===== src/sv/qcws_pkg.sv =====
// ----------------------------------------------------------------------------
// qcws_pkg
// Shared constants, item types and control codes of the QC window statistics
// block.
// ----------------------------------------------------------------------------
package qcws_pkg;

  localparam int CHANNELS     = 10;
  localparam int WINDOW_DEPTH = 20;

  localparam int CH_W      = (CHANNELS > 1) ? $clog2(CHANNELS) : 1;
  localparam int PTR_W     = $clog2(WINDOW_DEPTH);
  localparam int CNT_W     = $clog2(WINDOW_DEPTH + 1);
  localparam int MEM_DEPTH = CHANNELS * WINDOW_DEPTH;
  localparam int ADDR_W    = $clog2(MEM_DEPTH);

  localparam int S_W    = 32 + CNT_W;        // signed window sum
  localparam int EW     = 32 + CNT_W;        // |n*x - sum|
  localparam int HW     = (EW + 1) / 2;      // half width for partial products
  localparam int E_W    = 2 * EW + CNT_W;    // sum of squared deviations
  localparam int K_W    = 3 * CNT_W;         // n*n*(n-1)
  localparam int DIV_NW = E_W;
  localparam int DIV_DW = 33;
  localparam int SQ_W   = 62;
  localparam int SD_W   = 31;
  localparam int CVP_W  = SD_W + 23;

  localparam logic [22:0] CV_SCALE = 23'd6553600;  // 100.0 in Q16.16

  typedef enum logic [1:0] {
    KIND_SUBMIT   = 2'd0,
    KIND_QUERY    = 2'd1,
    KIND_SETUP    = 2'd2,
    KIND_RESERVED = 2'd3
  } kind_e;

  typedef enum logic [1:0] {
    ST_OK      = 2'd0,
    ST_REJECT  = 2'd1,
    ST_INVALID = 2'd2
  } status_e;

  typedef enum logic [2:0] {
    RES_ACK     = 3'd0,
    RES_REJECT  = 3'd1,
    RES_NONE    = 3'd2,
    RES_BADQ    = 3'd3,
    RES_INVALID = 3'd4,
    RES_STATS   = 3'd5
  } res_e;

  typedef enum logic [1:0] {
    DIV_MEAN  = 2'd0,
    DIV_STD   = 2'd1,
    DIV_CV    = 2'd2,
    DIV_RATIO = 2'd3
  } div_sel_e;

  typedef struct packed {
    logic [1:0]         kind;
    logic [3:0]         channel;
    logic signed [31:0] sample_value;
    logic signed [31:0] target_value;
    logic [30:0]        margin_value;
  } in_item_t;

  typedef struct packed {
    logic [1:0]         status;
    logic [4:0]         sample_count;
    logic signed [31:0] mean_value;
    logic [30:0]        std_dev;
    logic signed [31:0] cv_percent;
    logic signed [31:0] target_ratio;
  } out_item_t;

  typedef struct packed {
    logic     load_item;
    logic     do_setup;
    logic     do_submit;
    logic     rd_start;
    logic     sum_run;
    logic     dev_start;
    logic     dev_run;
    logic     div_start;
    logic     div_take;
    div_sel_e div_sel;
    logic     sqrt_start;
    logic     sd_take;
    logic     out_load;
    res_e     res;
  } cmd_t;

  typedef struct packed {
    logic [1:0] kind;
    logic       ch_ok;
    logic       in_range;
    logic       n_zero;
    logic       stats_ok;
    logic       sum_done;
    logic       dev_done;
    logic       div_busy;
    logic       sqrt_busy;
    logic       out_free;
  } stat_t;

endpackage


===== src/sv/qcws_ctrl.sv =====
// ----------------------------------------------------------------------------
// qcws_ctrl
// Sequencer: decodes each item and steps the datapath through a query.
// ----------------------------------------------------------------------------
module qcws_ctrl (
  input  logic             clk_i,
  input  logic             rst_ni,
  input  logic             in_valid_i,
  output logic             in_ready_o,
  input  qcws_pkg::stat_t  stat_i,
  output qcws_pkg::cmd_t   cmd_o
);
  import qcws_pkg::*;

  typedef enum logic [12:0] {
    S_IDLE  = 13'h0001,
    S_EXEC  = 13'h0002,
    S_SUM   = 13'h0004,
    S_MEAN  = 13'h0008,
    S_CHECK = 13'h0010,
    S_DEV   = 13'h0020,
    S_STD   = 13'h0040,
    S_SQRT  = 13'h0080,
    S_CVP   = 13'h0100,
    S_CV    = 13'h0200,
    S_RGO   = 13'h0400,
    S_RATIO = 13'h0800,
    S_OUT   = 13'h1000
  } state_e;

  state_e state_q, state_d;
  res_e   res_q, res_d;

  always_ff @(posedge clk_i or negedge rst_ni) begin
    if (!rst_ni) begin
      state_q <= S_IDLE;
      res_q   <= RES_NONE;
    end else begin
      state_q <= state_d;
      res_q   <= res_d;
    end
  end

  assign in_ready_o = (state_q == S_IDLE);

  always_comb begin
    cmd_o   = '0;
    cmd_o.res = res_q;
    state_d = state_q;
    res_d   = res_q;
    case (state_q)
      S_IDLE: begin
        if (in_valid_i) begin
          cmd_o.load_item = 1'b1;
          state_d = S_EXEC;
        end
      end
      S_EXEC: begin
        state_d = S_OUT;
        if (!stat_i.ch_ok) begin
          res_d = (stat_i.kind == KIND_QUERY) ? RES_BADQ : RES_NONE;
        end else begin
          case (stat_i.kind)
            KIND_SETUP: begin
              cmd_o.do_setup = 1'b1;
              res_d = RES_ACK;
            end
            KIND_SUBMIT: begin
              cmd_o.do_submit = 1'b1;
              res_d = stat_i.in_range ? RES_ACK : RES_REJECT;
            end
            KIND_QUERY: begin
              cmd_o.rd_start = 1'b1;
              state_d = S_SUM;
            end
            default: res_d = RES_NONE;
          endcase
        end
      end
      S_SUM: begin
        cmd_o.sum_run = 1'b1;
        cmd_o.div_sel = DIV_MEAN;
        if (stat_i.sum_done) begin
          if (stat_i.n_zero) begin
            res_d   = RES_INVALID;
            state_d = S_OUT;
          end else begin
            cmd_o.div_start = 1'b1;
            state_d = S_MEAN;
          end
        end
      end
      S_MEAN: begin
        cmd_o.div_sel = DIV_MEAN;
        if (!stat_i.div_busy) begin
          cmd_o.div_take = 1'b1;
          state_d = S_CHECK;
        end
      end
      S_CHECK: begin
        if (stat_i.stats_ok) begin
          cmd_o.dev_start = 1'b1;
          state_d = S_DEV;
        end else begin
          res_d   = RES_INVALID;
          state_d = S_OUT;
        end
      end
      S_DEV: begin
        cmd_o.dev_run = 1'b1;
        cmd_o.div_sel = DIV_STD;
        if (stat_i.dev_done) begin
          cmd_o.div_start = 1'b1;
          state_d = S_STD;
        end
      end
      S_STD: begin
        cmd_o.div_sel = DIV_STD;
        if (!stat_i.div_busy) begin
          cmd_o.div_take   = 1'b1;
          cmd_o.sqrt_start = 1'b1;
          state_d = S_SQRT;
        end
      end
      S_SQRT: begin
        if (!stat_i.sqrt_busy) begin
          cmd_o.sd_take = 1'b1;
          state_d = S_CVP;
        end
      end
      S_CVP: begin
        cmd_o.div_sel   = DIV_CV;
        cmd_o.div_start = 1'b1;
        state_d = S_CV;
      end
      S_CV: begin
        cmd_o.div_sel = DIV_CV;
        if (!stat_i.div_busy) begin
          cmd_o.div_take = 1'b1;
          state_d = S_RGO;
        end
      end
      S_RGO: begin
        cmd_o.div_sel   = DIV_RATIO;
        cmd_o.div_start = 1'b1;
        state_d = S_RATIO;
      end
      S_RATIO: begin
        cmd_o.div_sel = DIV_RATIO;
        if (!stat_i.div_busy) begin
          cmd_o.div_take = 1'b1;
          res_d   = RES_STATS;
          state_d = S_OUT;
        end
      end
      S_OUT: begin
        if (stat_i.out_free) begin
          cmd_o.out_load = 1'b1;
          state_d = S_IDLE;
        end
      end
      default: state_d = S_IDLE;
    endcase
  end

endmodule


===== config.mk =====
export PLATFORM = sky130hd
export DESIGN_NAME = qcws_ctrl
export DESIGN_NICKNAME = d
export VERILOG_FILES = /design/src/sv/qcws_pkg.sv /design/src/sv/qcws_ctrl.sv
export SDC_FILE = /design/constraint.sdc
export NUM_CORES = 1
export LEC_CHECK = 0
export CORE_AREA = 2 2 48 50
export CTS_CLUSTER_DIAMETER = 120
export DETAILED_ROUTE_END_ITERATION = 8
export DIE_AREA = 0 0 50 52
export DONT_BUFFER_PORTS = 1
export GPL_TIMING_DRIVEN = 0
export PLACE_DENSITY = 0.76
export SETUP_SLACK_MARGIN = 0.2
export SKIP_CTS_REPAIR_TIMING = 1
export SLEW_MARGIN = 10
export SYNTH_ARGS = -nofsm -noshare
export SYNTH_HDL_FRONTEND = slang
export SYNTH_SLANG_ARGS = --single-unit

===== constraint.sdc =====
create_clock -name clk_i -period 3.35 [get_ports clk_i]
set_input_delay 0 -clock clk_i [delete_from_list [all_inputs] [get_ports clk_i]]
set_output_delay 0 -clock clk_i [all_outputs]
set_load 0.02 [all_outputs]

# Word-level counts from Yosys, hierarchy flattened
# Cells that the tools add are included.
[totals]
regBits = 16
input_bits = 14
out_inout_bits = 18
elab_cells = 84
[classes]
eq_ne = 27
n_mux = 46
n_reduce_logical = 9
[ops]
columns = ["operator", "count"]
rows = [
  ["two-way mux 13 bit", 13],
  ["case mux 13 bit (13 select lines)", 1],
  ["!= test 2 bit (second input constant)", 11],
  ["two-way mux 1 bit", 21],
  ["two-way mux 3 bit", 7],
  ["== test 13 x 1 -> 1 bit (second input constant)", 1],
  ["== test 13 x 10 -> 1 bit (second input constant)", 1],
  ["== test 13 x 11 -> 1 bit (second input constant)", 1],
  ["== test 13 x 12 -> 1 bit (second input constant)", 1],
  ["== test 13 bit (second input constant)", 1],
  ["== test 13 x 2 -> 1 bit (second input constant)", 1],
  ["== test 13 x 3 -> 1 bit (second input constant)", 1],
  ["== test 13 x 4 -> 1 bit (second input constant)", 1],
  ["== test 13 x 5 -> 1 bit (second input constant)", 1],
  ["== test 13 x 6 -> 1 bit (second input constant)", 1],
  ["== test 13 x 7 -> 1 bit (second input constant)", 1],
  ["== test 13 x 8 -> 1 bit (second input constant)", 1],
  ["== test 13 x 9 -> 1 bit (second input constant)", 1],
  ["case mux 3 bit (4 select lines)", 1],
  ["case mux 3 bit (3 select lines)", 1],
  ["AND reduction 9 bit", 1],
  ["OR reduction 2 bit", 4],
  ["case mux 2 bit (3 select lines)", 1],
  ["AND reduction 6 bit", 1],
  ["other kinds (7)", 7],
]

# Depth between registers and ports, before layout
# Gate-level depths: netlist of run 1.
[depth]
word_depth = 4
ltp_mapped = 8
depth_no_buf = 7

# Worst setup path after synthesis of run 1
# No wires, ideal clock.
[synth_timing]
path_kind = "reg2reg"
startpoint = "register state_q[9]"
endpoint = "register state_q[0]"
setup_ns = 0.062
t_arrival_ns = 2.251
required_ns = 3.288
setup_slack_ns = 1.037
path_stages_with_launch = 7
n_path_buf = 1
period_less_slack_ns = 2.313
cell_sequence = "dfrtp_1 -> buf_6 -> nor4_1 -> nand3_1 -> nor4_1 -> nor2b_1 -> a41o_1"
[synth_between]
elab_chain_cells = 3
word_cells_on_any_way = 24
cone_classes = "22 x eq/ne; 1 x mux; 1 x reduce/logical"
[synth_lines]
columns = ["element", "line", "source"]
rows = [
  ["start, declared", "qcws_ctrl.sv:31", "state_e state_q, state_d;"],
  ["start signal, assigned", "qcws_ctrl.sv:39", "state_q <= state_d;"],
  ["== test 13 x 1 -> 1 bit (*)", "-", ""],
  ["via in_ready_o", "qcws_ctrl.sv:9", "output logic in_ready_o,"],
  ["!= test 2 bit (no line)", "-", ""],
  ["AND reduction 9 bit (no line)", "-", ""],
]
# Mark *: on every way through the listed nets, which the timed path passes. The rest lies on a longest branch.
# A chain may end at the register's enable or synchronous reset.

==> impl_metrics.xml, run 1 <==
<?xml version="1.0" encoding="UTF-8"?>
<metrics>
  <group name="cells_and_area">
    <metric name="antenna-diode-count" unit="">0</metric>
    <metric name="final_nets" unit="">184</metric>
    <metric name="layout_common_cells" unit="">sky130_fd_sc_hd__nor2_1, sky130_fd_sc_hd__nand2_1, sky130_fd_sc_hd__dfrtp_1, sky130_fd_sc_hd__nand3_1, sky130_fd_sc_hd__dlygate4sd3_1</metric>
    <metric name="syn_to_final_growth" unit="%">11.63</metric>
    <metric name="final_layout_size_suffix_gt1_share" unit="%">15.98</metric>
    <metric name="final_util" unit="%">68.98</metric>
    <metric name="most_common_library_cell_in_the_layout_ignoring_fill_and_taps" unit="">sky130_fd_sc_hd__nor2_1</metric>
    <metric name="fill_cells" unit="">188</metric>
  </group>
  <group name="drt">
    <metric name="detail-route-antenna-nets" unit="">0</metric>
    <metric name="routed_via_density" unit="">6.183</metric>
    <metric name="route.detailed.drc" unit="">0</metric>
    <metric name="detail_route.wirelength" unit="µm">2964</metric>
    <metric name="detail_route.iter0.violations" unit="">35</metric>
    <metric name="drt-wirelength-per-cell" unit="µm">15.05</metric>
    <metric name="detail_route.first_pass.iterations" unit="">4</metric>
    <metric name="num_vias" unit="">1218</metric>
  </group>
  <group name="logic_synthesis">
    <metric name="synth_flop_cell" unit="">sky130_fd_sc_hd__dfrtp_1</metric>
    <metric name="yosys_warning_total" unit="">0</metric>
    <metric name="synth_cell_type_count" unit="">46</metric>
    <metric name="ys_ff_latch" unit="">16</metric>
    <metric name="yosysSeqAreaShare" unit="%">30.96</metric>
    <metric name="syn-num-nets" unit="">171</metric>
    <metric name="syn_area" unit="µm²">1301</metric>
    <metric name="postSynthCellCount" unit="">157</metric>
    <metric name="syn-mean-instance-area" unit="µm²">8.288</metric>
    <metric name="ys_async_rst_share" unit="%">100.0</metric>
    <metric name="synth_edf_count" unit="">0</metric>
  </group>
  <group name="power_and_ir_drop">
    <metric name="switching_power" unit="mW">0.3254</metric>
    <metric name="power_report.internal_total" unit="mW">0.4227</metric>
    <metric name="p_leak" unit="nW">0.6403</metric>
    <metric name="swShare" unit="%">43.50</metric>
    <metric name="power.share.combinational" unit="%">45.8</metric>
    <metric name="seqPwrFrac" unit="%">36.7</metric>
    <metric name="vdd_ir_drop_max" unit="mV">0.3861</metric>
    <metric name="cellPowerDensity" unit="nW/µm²">515.0</metric>
    <metric name="share_clk_of_total_power" unit="%">17.5</metric>
  </group>
  <group name="timing">
    <metric name="post_route_clock_period_utilization" unit="%">88.58</metric>
    <metric name="rel_slew_slack" unit="%">23.68</metric>
    <metric name="fin_setup_tns" unit="ns">0</metric>
    <metric name="finalHoldWorstSlack" unit="ns">-0.007557</metric>
    <metric name="rsz_0062_raised_after_global_routing" unit="">no</metric>
    <metric name="number_of_failing_setup_endpoints_in_the_final_timing_report" unit="">0</metric>
    <metric name="fmax_achieved" unit="MHz">337.0</metric>
    <metric name="timing.final.hold_violations" unit="">1</metric>
    <metric name="tightestPinTransition" unit="ns">1.134</metric>
    <metric name="finClkSkew" unit="ns">0.006543</metric>
    <metric name="min_period" unit="ns">2.968</metric>
    <metric name="final_max_slew_viol_count" unit="">0</metric>
  </group>
  <group name="clock_tree">
    <metric name="clk_transition_reported_paths" unit="ns">0.10</metric>
    <metric name="cts.htree.levels" unit="">1</metric>
    <metric name="tritoncts_sinks" unit="">16</metric>
    <metric name="cts_tree" unit="">yes</metric>
    <metric name="ctsRootBufferMaster" unit="">sky130_fd_sc_hd__clkbuf_4</metric>
    <metric name="cts_buffers" unit="">3</metric>
    <metric name="ctsLongestPathBuffers" unit="">2</metric>
    <metric name="clk-insertion-delay-late" unit="ns">0.29</metric>
  </group>
  <group name="placement">
    <metric name="buffer_ports.inserted" unit="">0</metric>
    <metric name="gp_congestion" unit="">0.9063</metric>
    <metric name="post-dp-hpwl" unit="µm">2228</metric>
  </group>
  <group name="grt">
    <metric name="grt.total_usage" unit="%">24.60</metric>
    <metric name="grt_max_degree" unit="">17</metric>
    <metric name="grt_pass1_wl" unit="µm">4954</metric>
    <metric name="grt_antenna_before_repair" unit="">0</metric>
    <metric name="grt.overflow.total" unit="">0</metric>
    <metric name="first_global_vias" unit="">1109</metric>
  </group>
  <group name="outcome">
    <metric name="failed_checks" unit="">negative hold slack</metric>
    <metric name="result_of_the_run" unit="">finished with violations</metric>
  </group>
  <group name="setup_path">
    <metric name="worstSetupEndpointType" unit="">primary output</metric>
    <metric name="cpMaxStageDelayCell" unit="">sky130_fd_sc_hd__nor4_1</metric>
    <metric name="worstSetupPathType" unit="">register to primary output</metric>
    <metric name="critical_path.n_buffers_inverters" unit="">1</metric>
    <metric name="worstReg2RegEnd" unit="">state_q[0]</metric>
    <metric name="crit_family" unit="">simple AND/OR/NAND/NOR gates</metric>
    <metric name="path_common_cell" unit="">sky130_fd_sc_hd__nor4_1</metric>
    <metric name="worst_r2r_startpoint" unit="">state_q[9]</metric>
    <metric name="critPathLaunchType" unit="">register</metric>
    <metric name="cpPeakStageDelay" unit="ns">1.00</metric>
    <metric name="critical_path_required" unit="ns">3.35</metric>
    <metric name="regToRegSetupSlack" unit="ns">0.63</metric>
    <metric name="r2r_cells" unit="">6</metric>
    <metric name="timing.critical_path.arrival" unit="ns">2.97</metric>
    <metric name="crit_path_max_fanout" unit="">10</metric>
    <metric name="critical_path_cell_list" unit="">buf_6, nor4_1, nand3_1, nor4_1, and2_1</metric>
  </group>
  <group name="die">
    <metric name="start_util" unit="%">61.79</metric>
    <metric name="chipWidth" unit="µm">50</metric>
    <metric name="die_area" unit="µm²">2600</metric>
    <metric name="floorplan.die.height" unit="µm">52</metric>
    <metric name="rows" unit="">17</metric>
    <metric name="core_region_area" unit="µm²">2106</metric>
    <metric name="io_pins" unit="">32</metric>
  </group>
  <group name="worst_hold_path">
    <metric name="worst_hold_path.num_cells" unit="">2</metric>
    <metric name="critical_hold_path_startpoint" unit="">stat_i[4]</metric>
    <metric name="worstHoldPathType" unit="">primary input to register</metric>
    <metric name="holdPathEnd" unit="">state_q[2]</metric>
  </group>
  <group name="run">
    <metric name="cap_violations" unit="">0</metric>
  </group>
</metrics>
==> cell usage after synthesis (2+ instances only) <==
cell | instances | area share (%)
sky130_fd_sc_hd__nand2b_1 | 2 | 0.96
sky130_fd_sc_hd__nand3b_1 | 2 | 1.2
sky130_fd_sc_hd__nor2b_1 | 2 | 0.96
sky130_fd_sc_hd__mux2_1 | 3 | 2.6
sky130_fd_sc_hd__buf_6 | 4 | 3.5
sky130_fd_sc_hd__buf_4 | 2 | 1.2
sky130_fd_sc_hd__o21ai_0 | 6 | 2.3
sky130_fd_sc_hd__dfrtp_1 | 14 | 27
sky130_fd_sc_hd__nand3_1 | 9 | 3.5
sky130_fd_sc_hd__nor4_2 | 2 | 1.9
sky130_fd_sc_hd__inv_1 | 7 | 2.0
sky130_fd_sc_hd__nor3b_1 | 3 | 1.7
sky130_fd_sc_hd__or4_4 | 2 | 1.7
sky130_fd_sc_hd__xor2_1 | 3 | 2.0
sky130_fd_sc_hd__or4_1 | 2 | 1.2
sky130_fd_sc_hd__or3_1 | 3 | 1.4
sky130_fd_sc_hd__a21oi_1 | 7 | 2.7
sky130_fd_sc_hd__xnor2_1 | 4 | 2.7
sky130_fd_sc_hd__buf_2 | 4 | 1.5
sky130_fd_sc_hd__or2_2 | 2 | 0.96
sky130_fd_sc_hd__nor4b_1 | 2 | 1.3
sky130_fd_sc_hd__nor4_1 | 4 | 1.9
sky130_fd_sc_hd__and2_1 | 2 | 0.96
sky130_fd_sc_hd__nor3_1 | 6 | 2.3
sky130_fd_sc_hd__nand2_1 | 16 | 4.6
sky130_fd_sc_hd__dfstp_2 | 2 | 4.0
sky130_fd_sc_hd__nor2_1 | 22 | 6.3
sky130_fd_sc_hd__mux2i_1 | 2 | 1.5
==> kinds of logic (layout without fill, tap and decap cells) <==
logic type / after synthesis / in the layout / share of synthesized area, %
mux: 5 / 5 / 4.134
simple gates: 87 / 87 / 37.50
buf+inv: 17 / 29 / 8.173
flops: 16 / 16 / 30.96
xor+xnor: 7 / 7 / 4.712
compound gates: 25 / 25 / 14.52
==> power by group through the flow <==
| stage | registers [mW] | clock network, mW | logic [mW] |
|---|---|---|---|
| detailed placement | 0.278 | 0 | 0.325 |
| floorplan | 0.271 | 0 | 0.269 |
| finish | 0.275 | 0.131 | 0.342 |
| CTS | 0.274 | 0.134 | 0.327 |
| global placement | 0.277 | 0 | 0.321 |
| global route | 0.277 | 0.139 | 0.376 |
==> layer usage <==
layer,GRT usage (%),vias to the layer above,share of wire [%]
li1,-,581,-
met1,32.07,566,43
met2,39.91,65,48
met3,5.172,6,7.5
met4,9.259,0,1.5
met5,0,-,0
==> worst max path at each step <==
stage	from	endpoint	slack, ns	cells past startpoint
detailed placement	state_q[9]	state_q[0]	0.69	6
global placement	state_q[9]	state_q[0]	0.76	6
CTS	state_q[9]	cmd_o[16]	0.40	5
floorplan	state_q[9]	state_q[0]	1.04	6
finish	state_q[9]	cmd_o[16]	0.38	5
global route	state_q[4]	cmd_o[16]	0.24	5
==> worst register-to-register path: stages (launching register included) <==
cell                      delay [ns]
sky130_fd_sc_hd__dfrtp_1        0.41
sky130_fd_sc_hd__buf_6          0.15
sky130_fd_sc_hd__nor4_1         0.40
sky130_fd_sc_hd__nand3_1        0.34
sky130_fd_sc_hd__nor4_1         1.00
sky130_fd_sc_hd__nor2b_1        0.24
sky130_fd_sc_hd__a41o_1         0.12
==> cell type report <==
| class | count | area [µm²] | share of cell area, % |
|---|---|---|---|
| clock buffer | 4 | 36.28 | 2.498 |
| sequential | 16 | 402.9 | 27.73 |
| multi-input combinational | 124 | 792.0 | 54.52 |
| buffer | 10 | 80.08 | 5.513 |
| timing repair buffer | 8 | 80.08 | 5.513 |
| tap | 28 | 35.03 | 2.412 |
| inverter | 7 | 26.28 | 1.809 |
==> per-stage QoR <==
step           total power [mW]  instance area (µm²)  setup slack [ns]  instances  hold slack [ns]
5_1_grt                  0.7922                 1453            0.2395        197         0.001149
3_5_place_dp             0.6036                 1336            0.6917        185          -0.2952
2_1_floorplan            0.5400                 1301             1.037        157          -0.2956
4_1_cts                  0.7349                 1373            0.4011        189          -0.6176
6_report                 0.7481                 1453            0.3825        197        -0.007557
3_3_place_gp             0.5983                 1336            0.7609        185          -0.2952
==> registers in the layout, indices dropped and copies added, names as in the netlist <==
register  count
state_q      13
res_q         3
(Power assumes the default switching activity.)
==> run 2: changes to the inputs <==
- CORE_AREA: 2 2 48 50 -> 2 2 40 60
- DIE_AREA: 0 0 50 52 -> 0 0 42 62
- PLACE_DENSITY: 0.76 -> 0.75
==> run 2 against run 1 <==
  * The run still ends with negative hold slack left
  * Count of clock-buffer cells in the layout unchanged
  * Sequential cell count is the same
  * Wire length increased by 6.3%
  * Final cell count shrank 3.0%
  * Clock skew up 0.0039 ns
  * Critical endpoint is now cmd_o[4]
  * Hold slack worse by 0.029 ns
  * Largest power group unchanged
  * Global-route usage rose by 0.87 points
  * Critical path depth did not move
==> impl_metrics.xml, run 2 (same netlist as run 1, synthesis figures left out) <==
<?xml version="1.0" encoding="UTF-8"?>
<metrics>
  <group name="setup_path">
    <metric name="critPathLaunchType" unit="">register</metric>
    <metric name="critical_path_required" unit="ns">3.35</metric>
    <metric name="crit_family" unit="">simple AND/OR/NAND/NOR gates</metric>
    <metric name="crit_path_max_fanout" unit="">10</metric>
    <metric name="critical_path.n_buffers_inverters" unit="">1</metric>
    <metric name="timing.critical_path.arrival" unit="ns">2.67</metric>
    <metric name="critical_path_cell_list" unit="">buf_6, or4_4, nor2_1, nand3_1, nor4b_1</metric>
    <metric name="cpPeakStageDelay" unit="ns">0.86</metric>
    <metric name="regToRegSetupSlack" unit="ns">0.85</metric>
    <metric name="cpMaxStageDelayCell" unit="">sky130_fd_sc_hd__nor4b_1</metric>
    <metric name="worstSetupPathType" unit="">register to primary output</metric>
    <metric name="worstSetupEndpointType" unit="">primary output</metric>
  </group>
  <group name="clock_tree">
    <metric name="ctsRootBufferMaster" unit="">sky130_fd_sc_hd__clkbuf_4</metric>
    <metric name="tritoncts_sinks" unit="">16</metric>
    <metric name="cts_tree" unit="">yes</metric>
    <metric name="clk-insertion-delay-late" unit="ns">0.29</metric>
    <metric name="ctsLongestPathBuffers" unit="">2</metric>
    <metric name="clk_transition_reported_paths" unit="ns">0.11</metric>
    <metric name="cts.htree.levels" unit="">1</metric>
    <metric name="cts_buffers" unit="">3</metric>
  </group>
  <group name="cells_and_area">
    <metric name="final_util" unit="%">67.78</metric>
    <metric name="largest_register" unit="">state_q</metric>
    <metric name="syn_to_final_growth" unit="%">10.87</metric>
    <metric name="fill_cells" unit="">194</metric>
    <metric name="final_nets" unit="">183</metric>
    <metric name="largest_reg_flops" unit="">13</metric>
    <metric name="antenna-diode-count" unit="">0</metric>
    <metric name="layout_common_cells" unit="">sky130_fd_sc_hd__nor2_1, sky130_fd_sc_hd__nand2_1, sky130_fd_sc_hd__dfrtp_1, sky130_fd_sc_hd__nand3_1</metric>
    <metric name="final_cell_area" unit="µm²">1443</metric>
    <metric name="reg_top3" unit="">state_q x13, res_q x3</metric>
    <metric name="most_common_library_cell_in_the_layout_ignoring_fill_and_taps" unit="">sky130_fd_sc_hd__nor2_1</metric>
    <metric name="final_layout_size_suffix_gt1_share" unit="%">16.67</metric>
  </group>
  <group name="timing">
    <metric name="fin_setup_tns" unit="ns">0</metric>
    <metric name="rel_slew_slack" unit="%">32.91</metric>
    <metric name="min_period" unit="ns">2.670</metric>
    <metric name="finClkSkew" unit="ns">0.01039</metric>
    <metric name="post_route_clock_period_utilization" unit="%">79.69</metric>
    <metric name="timing.final.hold_violations" unit="">3</metric>
    <metric name="fmax_achieved" unit="MHz">374.6</metric>
    <metric name="number_of_failing_setup_endpoints_in_the_final_timing_report" unit="">0</metric>
    <metric name="final_max_slew_viol_count" unit="">0</metric>
    <metric name="finalHoldWorstSlack" unit="ns">-0.03640</metric>
    <metric name="tightestPinTransition" unit="ns">0.9923</metric>
    <metric name="rsz_0062_raised_after_global_routing" unit="">no</metric>
  </group>
  <group name="run">
    <metric name="cap_violations" unit="">0</metric>
  </group>
  <group name="drt">
    <metric name="detail_route.first_pass.iterations" unit="">4</metric>
    <metric name="num_vias" unit="">1226</metric>
    <metric name="drt-wirelength-per-cell" unit="µm">16.50</metric>
    <metric name="detail_route.iter0.violations" unit="">52</metric>
    <metric name="routed_via_density" unit="">6.419</metric>
    <metric name="route.detailed.drc" unit="">0</metric>
    <metric name="detail_route.wirelength" unit="µm">3151</metric>
    <metric name="detail-route-antenna-nets" unit="">0</metric>
  </group>
  <group name="worst_hold_path">
    <metric name="worstHoldPathType" unit="">primary input to register</metric>
  </group>
  <group name="die">
    <metric name="rows" unit="">21</metric>
    <metric name="floorplan.die.height" unit="µm">62</metric>
    <metric name="core_region_area" unit="µm²">2128</metric>
    <metric name="start_util" unit="%">61.14</metric>
    <metric name="chipWidth" unit="µm">42</metric>
    <metric name="die_area" unit="µm²">2604</metric>
    <metric name="io_pins" unit="">32</metric>
  </group>
  <group name="power_and_ir_drop">
    <metric name="p_leak" unit="nW">0.6402</metric>
    <metric name="cellPowerDensity" unit="nW/µm²">522.1</metric>
    <metric name="vdd_ir_drop_max" unit="mV">0.4056</metric>
  </group>
  <group name="grt">
    <metric name="grt.overflow.total" unit="">0</metric>
    <metric name="first_global_vias" unit="">1173</metric>
    <metric name="grt_max_degree" unit="">17</metric>
    <metric name="grt.total_usage" unit="%">25.46</metric>
    <metric name="grt_pass1_wl" unit="µm">5126</metric>
    <metric name="grt_antenna_before_repair" unit="">0</metric>
  </group>
  <group name="placement">
    <metric name="post-dp-hpwl" unit="µm">2330</metric>
    <metric name="buffer_ports.inserted" unit="">0</metric>
    <metric name="gp_congestion" unit="">0.8678</metric>
    <metric name="detailed_place.area" unit="µm²">1330</metric>
  </group>
  <group name="outcome">
    <metric name="failed_checks" unit="">negative hold slack</metric>
    <metric name="result_of_the_run" unit="">finished with violations</metric>
  </group>
</metrics>
-- run 2: layout make-up --
| type | instances | area (µm²) | area share [%] |
|---|---|---|---|
| clock buffer | 4 | 36.28 | 2.515 |
| multi-input combinational | 124 | 798.3 | 55.33 |
| sequential | 16 | 402.9 | 27.93 |
| buffer | 10 | 80.08 | 5.551 |
| timing repair buffer | 7 | 70.07 | 4.857 |
| inverter | 7 | 26.28 | 1.821 |
| tap | 23 | 28.78 | 1.995 |
-- run 2: worst paths after layout --
kind | start | end | depth (start not counted)
worst min-delay path | stat_i[6] | state_q[3] | 3
worst max-delay path | state_q[9] | cmd_o[4] | 5
worst max register to register | state_q[10] | res_q[2] | 7
worst min register to register | state_q[9] | state_q[9] | 2
min in group asynchronous | rst_ni | state_q[11] | 1
max in group asynchronous | rst_ni | state_q[1] | 1
-- run 2: worst reg2reg max path, stage by stage, from the launching register on --
cell	delay, ns
sky130_fd_sc_hd__dfrtp_1	0.38
sky130_fd_sc_hd__buf_4	0.17
sky130_fd_sc_hd__nor4_2	0.46
sky130_fd_sc_hd__nand3_1	0.21
sky130_fd_sc_hd__o21ai_1	0.38
sky130_fd_sc_hd__nor2_1	0.12
sky130_fd_sc_hd__a2111oi_4	0.31
sky130_fd_sc_hd__mux2_1	0.37
-- run 2: power breakdown --
group | total [mW] | switching, mW | internal, mW
Combinational | 0.347 | 0.220 | 0.127
Sequential | 0.273 | 0.0415 | 0.232
Clock | 0.133 | 0.0667 | 0.0662
Total | 0.753 | 0.329 | 0.425
-- run 2: layer usage --
layer | wire [µm] | share of wire [%] | vias up | track usage [%]
met5 | 0 | 0 | - | 0
met4 | 87 | 2.8 | 0 | 15.21
met3 | 185 | 5.9 | 11 | 4.046
met2 | 1593 | 51 | 55 | 42.86
met1 | 1284 | 41 | 578 | 31.06
li1 | - | - | 582 | -
-- run 2: through the flow --
stage / total power [mW] / std cells / setup slack, ns
5_1_grt: 0.8012 / 191 / 0.4787
3_5_place_dp: 0.6071 / 180 / 0.6622
4_1_cts: 0.7368 / 184 / 0.3841
2_1_floorplan: 0.5400 / 157 / 1.037
6_report: 0.7532 / 191 / 0.6802
3_3_place_gp: 0.5977 / 180 / 0.7124
